===== config.mk =====
export PLATFORM = sky130hd
export DESIGN_NAME = chebyshev_series_evaluator
export DESIGN_NICKNAME = d
export VERILOG_FILES = /design/src/design/cse_pkg.sv /design/src/design/cse_mul.sv /design/src/design/cse_seq.sv /design/src/design/chebyshev_series_evaluator.sv
export SDC_FILE = /design/constraint.sdc
export NUM_CORES = 2
export LEC_CHECK = 0
export BUFFER_PORTS_ARGS = -buffer_cell sky130_fd_sc_hd__buf_4
export CAP_MARGIN = 20
export CORE_AREA = 2 2 425 427
export DETAILED_ROUTE_END_ITERATION = 10
export DIE_AREA = 0 0 427 429
export GPL_TIMING_DRIVEN = 0
export HOLD_SLACK_MARGIN = 0.03
export SYNTH_ARGS = -nofsm -noshare
export SYNTH_HDL_FRONTEND = slang
export SYNTH_HIERARCHICAL = 1
export SYNTH_SLANG_ARGS = --single-unit
export TNS_END_PERCENT = 100

===== constraint.sdc =====
create_clock -name clk_i -period 9 [get_ports clk_i]
set_input_delay 1.35 -clock clk_i [delete_from_list [all_inputs] [get_ports clk_i]]
set_output_delay 1.35 -clock clk_i [all_outputs]
set_load 0.005 [all_outputs]

===== src/design/cse_pkg.sv =====
// Shared types and constants for the Chebyshev series evaluator.
// No dependencies; imported by every module of the block.
`timescale 1ns / 1ps

package cse_pkg;

  // Field widths and fixed-point format
  localparam int COEF_BITS = 48;               // coefficient width, signed
  localparam int FRAC_BITS = 30;               // fraction bits of time and T values
  localparam int TIME_BITS = 32;               // time and T value width, signed
  localparam int ACC_BITS  = 56;               // result width, signed

  // The coefficient product is split into two halves on the shared multiplier
  localparam int LO_BITS    = COEF_BITS / 2;   // low half, taken unsigned
  localparam int HI_BITS    = COEF_BITS - LO_BITS;
  localparam int MUL_A_BITS = TIME_BITS + 1;   // holds time, unsigned low half, signed high half
  localparam int PROD_BITS  = MUL_A_BITS + TIME_BITS;
  localparam int FULL_BITS  = COEF_BITS + TIME_BITS;   // exact coefficient * T
  localparam int TERM_BITS  = FULL_BITS - FRAC_BITS;   // scaled term
  localparam int SUM_BITS   = ((TERM_BITS > ACC_BITS) ? TERM_BITS : ACC_BITS) + 1;

  // Recurrence: (t * T(k-1)) >>> (FRAC_BITS-1), then minus T(k-2)
  localparam int REC_BITS  = 2 * TIME_BITS - FRAC_BITS + 1;
  localparam int DIFF_BITS = REC_BITS + 1;

  localparam logic signed [TIME_BITS-1:0] T_ONE = TIME_BITS'(1) <<< FRAC_BITS;
  localparam logic signed [TIME_BITS-1:0] T_MAX = {1'b0, {(TIME_BITS-1){1'b1}}};
  localparam logic signed [TIME_BITS-1:0] T_MIN = {1'b1, {(TIME_BITS-1){1'b0}}};
  localparam logic signed [ACC_BITS-1:0]  A_MAX = {1'b0, {(ACC_BITS-1){1'b1}}};
  localparam logic signed [ACC_BITS-1:0]  A_MIN = {1'b1, {(ACC_BITS-1){1'b0}}};

  // Which term comes next in the open series
  typedef enum logic [1:0] {
    PH_IDLE,   // no series open
    PH_T1,     // next term is T1 = t
    PH_TN      // next term comes from the recurrence
  } phase_e;

  // Operand pairing of the shared multiplier
  typedef enum logic [1:0] {
    MUL_HOLD,  // keep the last product
    MUL_REC,   // t * T(k-1)
    MUL_LO,    // low coefficient half * T(k)
    MUL_HI     // high coefficient half * T(k)
  } mul_op_e;

  typedef enum logic [2:0] {
    ST_IDLE,
    ST_REC_MUL,
    ST_REC_FIX,
    ST_LO_MUL,
    ST_HI_MUL,
    ST_ADD,
    ST_ACC
  } state_e;

  // Status into the sequencer
  typedef struct packed {
    logic   in_valid;
    logic   first;
    phase_e phase;
    logic   last;        // latched last flag of the item in work
    logic   out_blocked; // output register full and stalled
  } seq_stat_t;

  // Controls out of the sequencer
  typedef struct packed {
    logic    in_ready;
    logic    accept;
    logic    rec_fix;
    mul_op_e mul_op;
    logic    sum_lo;
    logic    sum_hi;
    logic    acc_upd;
  } seq_ctrl_t;

endpackage


===== src/design/cse_mul.sv =====
// Shared signed multiplier with operand select and registered product.
// Depends on cse_pkg.
`timescale 1ns / 1ps

module cse_mul (
  input  logic                                  clk_i,
  input  cse_pkg::mul_op_e                      op_i,
  input  logic signed [cse_pkg::TIME_BITS-1:0]  time_i,
  input  logic signed [cse_pkg::TIME_BITS-1:0]  prev_i,
  input  logic signed [cse_pkg::COEF_BITS-1:0]  coef_i,
  input  logic signed [cse_pkg::TIME_BITS-1:0]  tk_i,
  output logic signed [cse_pkg::PROD_BITS-1:0]  product_o
);
  import cse_pkg::*;

  logic signed [MUL_A_BITS-1:0] a_op;
  logic signed [TIME_BITS-1:0]  b_op;
  logic signed [PROD_BITS-1:0]  product_d, product_q;

  always_comb begin
    a_op = MUL_A_BITS'(time_i);
    b_op = tk_i;
    unique case (op_i)
      MUL_REC: begin
        a_op = MUL_A_BITS'(time_i);
        b_op = prev_i;
      end
      MUL_LO: begin
        // low half is magnitude only: zero-extend
        a_op = signed'(MUL_A_BITS'({1'b0, coef_i[LO_BITS-1:0]}));
      end
      MUL_HI: begin
        a_op = MUL_A_BITS'(signed'(coef_i[COEF_BITS-1:LO_BITS]));
      end
      default: begin
        a_op = MUL_A_BITS'(time_i);
      end
    endcase
    product_d = (op_i == MUL_HOLD) ? product_q : a_op * b_op;
  end

  always_ff @(posedge clk_i) begin
    product_q <= product_d;
  end

  assign product_o = product_q;

endmodule


===== src/design/cse_seq.sv =====
// Sequencer: per term, recurrence (past T1), two multiplies, add and accumulate.
// Depends on cse_pkg.
`timescale 1ns / 1ps

module cse_seq (
  input  logic               clk_i,
  input  logic               rst_ni,
  input  cse_pkg::seq_stat_t stat_i,
  output cse_pkg::seq_ctrl_t ctrl_o
);
  import cse_pkg::*;

  state_e state_d, state_q;

  always_ff @(posedge clk_i or negedge rst_ni) begin
    if (!rst_ni) begin
      state_q <= ST_IDLE;
    end else begin
      state_q <= state_d;
    end
  end

  always_comb begin
    state_d        = state_q;
    ctrl_o         = '0;
    ctrl_o.mul_op  = MUL_HOLD;
    unique case (state_q)
      ST_IDLE: begin
        ctrl_o.in_ready = 1'b1;
        if (stat_i.in_valid) begin
          ctrl_o.accept = 1'b1;
          if (stat_i.first || stat_i.phase == PH_T1) begin
            state_d = ST_LO_MUL;
          end else if (stat_i.phase == PH_TN) begin
            state_d = ST_REC_MUL;
          end
          // no open series and not first: item is dropped
        end
      end
      ST_REC_MUL: begin
        ctrl_o.mul_op = MUL_REC;
        state_d       = ST_REC_FIX;
      end
      ST_REC_FIX: begin
        ctrl_o.rec_fix = 1'b1;
        state_d        = ST_LO_MUL;
      end
      ST_LO_MUL: begin
        ctrl_o.mul_op = MUL_LO;
        state_d       = ST_HI_MUL;
      end
      ST_HI_MUL: begin
        ctrl_o.mul_op = MUL_HI;
        ctrl_o.sum_lo = 1'b1;
        state_d       = ST_ADD;
      end
      ST_ADD: begin
        ctrl_o.sum_hi = 1'b1;
        state_d       = ST_ACC;
      end
      ST_ACC: begin
        if (!(stat_i.last && stat_i.out_blocked)) begin
          ctrl_o.acc_upd = 1'b1;
          state_d        = ST_IDLE;
        end
      end
      default: begin
        state_d = ST_IDLE;
      end
    endcase
  end

endmodule


===== src/design/chebyshev_series_evaluator.sv =====
// Top level of the Chebyshev series evaluator: term state, accumulator, output register.
// Depends on cse_pkg, cse_mul and cse_seq.
`timescale 1ns / 1ps
//
//   channel | signals                                        | dir | transfer when
//   --------+------------------------------------------------+-----+------------------------
//   in      | in_valid_i, in_stall_o, coefficient_i,         | in  | in_valid_i & !in_stall_o
//           | norm_time_i, first_i, last_i                   |     |
//   out     | out_valid_o, out_stall_i, series_value_o,      | out | out_valid_o & !out_stall_i
//           | saturated_o                                    |     |
//
// Term zero and T1 need no recurrence; for later terms the sequencer first runs the
// recurrence product t*T(k-1) through the single shared 33x32 multiplier, which
// then takes the coefficient in two halves.
// An item with no open series and no first flag is taken and dropped.
// in_stall_o is high while a term is in work. A finished sum waits in the output
// register; the next term is taken meanwhile, and only the accumulate step of a
// further last term waits for that register to drain.
// Reset is asynchronous, active low, and clears series state, not payload registers.

module chebyshev_series_evaluator (
  input  logic                                  clk_i,
  input  logic                                  rst_ni,
  input  logic                                  in_valid_i,
  output logic                                  in_stall_o,
  input  logic signed [cse_pkg::COEF_BITS-1:0]  coefficient_i,
  input  logic signed [cse_pkg::TIME_BITS-1:0]  norm_time_i,
  input  logic                                  first_i,
  input  logic                                  last_i,
  output logic                                  out_valid_o,
  input  logic                                  out_stall_i,
  output logic signed [cse_pkg::ACC_BITS-1:0]   series_value_o,
  output logic                                  saturated_o
);
  import cse_pkg::*;

  seq_stat_t stat;
  seq_ctrl_t ctrl;

  // series state
  logic signed [TIME_BITS-1:0] time_d, time_q;
  logic signed [TIME_BITS-1:0] prev_d, prev_q;      // T(k-1)
  logic signed [TIME_BITS-1:0] prev2_d, prev2_q;    // T(k-2)
  logic signed [TIME_BITS-1:0] tk_d, tk_q;          // current T(k)
  phase_e                      phase_d, phase_q;
  logic signed [ACC_BITS-1:0]  acc_d, acc_q;
  logic                        ovf_d, ovf_q;
  // item in work
  logic signed [COEF_BITS-1:0] coef_d, coef_q;
  logic                        last_d, last_q;
  logic signed [FULL_BITS-1:0] sum_d, sum_q;        // exact coefficient * T(k)
  // output register
  logic                        out_valid_d, out_valid_q;
  logic signed [ACC_BITS-1:0]  out_value_d, out_value_q;
  logic                        out_sat_d, out_sat_q;

  logic signed [PROD_BITS-1:0] product;

  // recurrence and accumulate datapath
  logic signed [REC_BITS-1:0]  rec;
  logic signed [DIFF_BITS-1:0] diff;
  logic [DIFF_BITS-TIME_BITS:0] diff_top;
  logic                        diff_fits;
  logic signed [TIME_BITS-1:0] t_next;
  logic signed [TERM_BITS-1:0] term;
  logic signed [SUM_BITS-1:0]  acc_sum;
  logic [SUM_BITS-ACC_BITS:0]  sum_top;
  logic                        sum_fits;
  logic signed [ACC_BITS-1:0]  acc_next;

  cse_seq u_seq (
    .clk_i  (clk_i),
    .rst_ni (rst_ni),
    .stat_i (stat),
    .ctrl_o (ctrl)
  );

  cse_mul u_mul (
    .clk_i     (clk_i),
    .op_i      (ctrl.mul_op),
    .time_i    (time_q),
    .prev_i    (prev_q),
    .coef_i    (coef_q),
    .tk_i      (tk_q),
    .product_o (product)
  );

  assign stat.in_valid    = in_valid_i;
  assign stat.first       = first_i;
  assign stat.phase       = phase_q;
  assign stat.last        = last_q;
  assign stat.out_blocked = out_valid_q && out_stall_i;

  // T(k) = sat32(((t * T(k-1)) >>> (FRAC_BITS-1)) - T(k-2)); floor shift
  assign rec       = REC_BITS'(product[2*TIME_BITS-1:0] >>> (FRAC_BITS - 1));
  assign diff      = DIFF_BITS'(rec) - DIFF_BITS'(prev2_q);
  assign diff_top  = diff[DIFF_BITS-1:TIME_BITS-1];
  assign diff_fits = (&diff_top) || !(|diff_top);
  assign t_next    = diff_fits ? TIME_BITS'(diff)
                   : (diff[DIFF_BITS-1] ? T_MIN : T_MAX);

  // floor(c*T / 2^FRAC_BITS) added with saturation to the result range
  assign term     = TERM_BITS'(sum_q >>> FRAC_BITS);
  assign acc_sum  = SUM_BITS'(acc_q) + SUM_BITS'(term);
  assign sum_top  = acc_sum[SUM_BITS-1:ACC_BITS-1];
  assign sum_fits = (&sum_top) || !(|sum_top);
  assign acc_next = sum_fits ? ACC_BITS'(acc_sum)
                  : (acc_sum[SUM_BITS-1] ? A_MIN : A_MAX);

  always_comb begin
    time_d      = time_q;
    prev_d      = prev_q;
    prev2_d     = prev2_q;
    tk_d        = tk_q;
    phase_d     = phase_q;
    acc_d       = acc_q;
    ovf_d       = ovf_q;
    coef_d      = coef_q;
    last_d      = last_q;
    sum_d       = sum_q;
    out_valid_d = out_valid_q && out_stall_i;
    out_value_d = out_value_q;
    out_sat_d   = out_sat_q;

    if (ctrl.accept) begin
      coef_d = coefficient_i;
      last_d = last_i;
      if (first_i) begin
        // term zero: T0 = 1.0, new series
        time_d  = norm_time_i;
        acc_d   = '0;
        ovf_d   = 1'b0;
        tk_d    = T_ONE;
        prev2_d = '0;
        prev_d  = T_ONE;
        phase_d = PH_T1;
      end else if (phase_q == PH_T1) begin
        tk_d    = time_q;
        prev2_d = prev_q;
        prev_d  = time_q;
        phase_d = PH_TN;
      end
    end

    if (ctrl.rec_fix) begin
      tk_d    = t_next;
      prev2_d = prev_q;
      prev_d  = t_next;
      if (!diff_fits) begin
        ovf_d = 1'b1;
      end
    end

    if (ctrl.sum_lo) begin
      sum_d = FULL_BITS'(product);
    end
    if (ctrl.sum_hi) begin
      sum_d = sum_q + (FULL_BITS'(product) <<< LO_BITS);
    end

    if (ctrl.acc_upd) begin
      acc_d = acc_next;
      if (!sum_fits) begin
        ovf_d = 1'b1;
      end
      if (last_q) begin
        out_valid_d = 1'b1;
        out_value_d = acc_next;
        out_sat_d   = ovf_q || !sum_fits;
        phase_d     = PH_IDLE;
      end
    end
  end

  always_ff @(posedge clk_i or negedge rst_ni) begin
    if (!rst_ni) begin
      time_q      <= '0;
      prev_q      <= '0;
      prev2_q     <= '0;
      phase_q     <= PH_IDLE;
      acc_q       <= '0;
      ovf_q       <= 1'b0;
      out_valid_q <= 1'b0;
    end else begin
      time_q      <= time_d;
      prev_q      <= prev_d;
      prev2_q     <= prev2_d;
      phase_q     <= phase_d;
      acc_q       <= acc_d;
      ovf_q       <= ovf_d;
      out_valid_q <= out_valid_d;
    end
  end

  // payload registers
  always_ff @(posedge clk_i) begin
    tk_q        <= tk_d;
    coef_q      <= coef_d;
    last_q      <= last_d;
    sum_q       <= sum_d;
    out_value_q <= out_value_d;
    out_sat_q   <= out_sat_d;
  end

  assign in_stall_o     = !ctrl.in_ready;
  assign out_valid_o    = out_valid_q;
  assign series_value_o = out_value_q;
  assign saturated_o    = out_sat_q;

endmodule


==> results.py <==
metrics = {
    "synth": {
        "synthesis.nets": 7904,
        "avgSynthCellArea_sq_um": 9.46,
        "synthTopCellsByArea": "fa_1 (36%), edfxtp_1 (13%), ha_1 (6.8%), inv_1 (6.7%), dfrtp_1 (6.6%)",
        "synth_most_common_cell": "fa_1",
        "synth_edf_count": 259,
        "synth_async_sr_flop_share_pct": 38.0,
        "yosysSeqAreaShare_pct": 19.4,
        "yosys_register_bits": 418,
        "yosysWarnings": 6,
        "netlist_area_sq_um": 60500,
        "synthTopCellsByCount": "fa_1 (1093), inv_1 (1074), nand2_1 (769)",
        "synth.distinct_cells": 99,
        "yosysTopAreaCellShare_pct": 36.2,
        "yosysTopAreaCell": "fa_1",
        "ys_dominant_reg_cell": "edfxtp_1",
        "netlist_instances": 6394,
    },
    "place": {
        "portBuffers": 144,
        "post-place-ws_ns": -2.72,
        "dp.final_hpwl_um": 193000,
        "gp_congestion": 1.03,
    },
    "sta": {
        "fmax_ghz": 0.110,
        "fin_ws_ns": -0.0976,
        "hold_violations": 0,
        "worst_slew_pin_slew_ns": 0.937,
        "slew_headroom_pct": 37.4,
        "period_share_pct": 101,
        "grt_setup_unrepaired": "yes",
        "skew_ns": 0.0840,
        "final_max_slew_viol_count": 0,
        "final.min_clock_period_ns": 9.10,
        "finalSetupViolCount": 9,
    },
    "floorplan": {
        "die_x_um": 427,
        "start_util_pct": 34.0,
        "fp-row-count": 155,
        "core-area_sq_um": 178000,
        "die-area_sq_um": 183000,
        "die_h_um": 429,
        "ios": 145,
    },
    "clocking": {
        "tritoncts": "done",
        "cts_hold_buf": 0,
        "htreeDepth": 2,
        "clkSinkCount": 418,
        "cts_root_buf": "clkbuf_16",
        "cts_buffers": 46,
        "clkTransAtPathRegs_ns": 0.06,
        "cts_buffer_depth": 3,
        "clkLatencyLatePin_ns": 0.69,
    },
    "critical_path": {
        "critPathSlowestCell": "fa_1",
        "critPathArrivalTime_ns": 9.48,
        "crit_required_ns": 9.39,
        "cp_common_cell": "fa_1",
        "startpoint": "u_seq/state_q[2]$_DFFE_PN0P_",
        "crit_type": "flop to flop",
        "reg2reg_from": "u_seq/state_q[2]$_DFFE_PN0P_",
        "max_stage_delay_ns": 0.52,
        "crit_fanout": 10,
        "worst_setup_path_end_kind": "flop",
        "crit_path_start_kind": "flop",
    },
    "global_routing": {
        "grt_pass1_wl_um": 349000,
        "grt_antenna_before_repair": 9,
        "grt_max_degree": 108,
        "track_usage_pct": 26.3,
        "first_global_vias": 51300,
        "grt.overflow.total": 0,
    },
    "job": {
        "cap_viol_max_count": 0,
    },
    "cells_and_area": {
        "area_growth_pct": 19.2,
        "layout-drive-gt1-share_pct": 15.8,
        "nNetsFinal": 8332,
    },
    "routing": {
        "detail-route-antenna-nets": 0,
        "wl_per_cell_um": 26.2,
        "drc": 0,
        "firstDrtPassIters": 6,
        "via_per_inst": 5.40,
        "vias": 49700,
        "drt_wl_total_um": 241000,
        "drt_iter0_drc": 5153,
    },
    "status": {
        "violations": "negative setup slack",
        "outcome": "finished, violations left",
    },
    "hold_path": {
        "hp-start": "acc_q[45]$_DFFE_PN0P_",
        "hold_class": "flop to flop",
    },
}
-- through the flow --
step | TNS [ns] | cells | util [%] | hold WS, ns | area, sq um
2_1_floorplan | 0 | 6394 | - | 0.445 | 60500
3_3_place_gp | -131.16 | 8893 | 36.3 | 0.468 | 64600
3_5_place_dp | -91.75 | 8943 | 36.7 | 0.478 | 65300
4_1_cts | -0.0463 | 9144 | 39.8 | 0.497 | 70900
5_1_grt | -1.83 | 9215 | 40.5 | 0.522 | 72200
6_report | -0.466 | 9218 | 40.5 | 0.493 | 72200
-- cell usage in the layout (no fill, tap or decap), drive strengths merged, types with 159 or more instances in the layout --
cell,Yosys,final
fa,1093,1093
inv,1074,1078
nand2,769,769
nor2,714,714
buf,48,478
ha,331,331
a21oi,274,274
edfxtp,259,259
clkbuf,253,253
o21ai,240,240
dfrtp,159,159
-- critical path, delay by kind of cell, from the launching register on --
kind	cells	cell delay (ns)
flops	1	0.39
mux	1	0.39
xor+xnor	1	0.14
simple gates	4	0.50
fa+ha+maj	9	4.21
buf+inv	10	1.36
compound gates	8	1.75
-- layout make-up --
type	count	area, sq um
Antenna cell	3	7.51
Inverter	1076	4080
Clock inverter	33	395
Tap cell	2355	2950
Fill cell	17400	106000
Multi-Input combinational cell	4600	45500
Buffer	279	2490
Sequential cell	418	11800
Clock buffer	53	1210
Timing Repair Buffer	401	3740
-- layer usage --
metal  vias to the layer above  global-route usage [%]  wire length [um]
li1                      21200                       -                 -
met4                         4                    18.4             21600
met3                       766                    5.76             23700
met2                      2652                    41.0            108000
met1                     25100                    32.4             88500
met5                         -                       0                25
-- worst paths after layout --
kind	endpoint	depth (start not counted)	slack [ns]
setup / recovery	u_mul/product_o[64]$_DFFE_PP_	33	-0.1
hold / removal	acc_q[45]$_DFFE_PN0P_	2	0.49
setup reg to reg	u_mul/product_o[64]$_DFFE_PP_	33	-0.1
hold reg to reg	acc_q[45]$_DFFE_PN0P_	2	0.49
max in group asynchronous	prev2_q[29]$_DFFE_PN0P_	2	7.40
min in group asynchronous	acc_q[41]$_DFFE_PN0P_	1	0.63
-- flip-flops by register name (all words and copies together) (netlist names), 3 cells and up --
register and cells:
time_q 32, u_seq/state_q 3, prev_q 32, sum_q 56, series_value_o 56, prev2_q 32
u_mul/product_o 65, coef_q 48, acc_q 56, tk_q 32
-- kinds of logic after synthesis --
logic type | count (synthesis) | synth area share, %
AOI/OAI and AO/OA | 962 | 10.2
xor gates and xnor gates | 200 | 2.91
and+or+nand+nor | 1834 | 12.7
adders and majority gates | 1448 | 43.4
DFF | 418 | 19.4
muxes | 155 | 2.77
buffers and inverters | 1377 | 8.63
-- what timing repair did --
action	in CTS	in global routing
gates resized for setup	739	217
gates cloned	6	2
buffers inserted	129	75
setup endpoints to repair	53	25
endpoints found under the hold margin	0	0
pin swaps	99	100
Power is not shown: default switching activity piles up to over one toggle a cycle in this logic, so the estimate is an artifact.
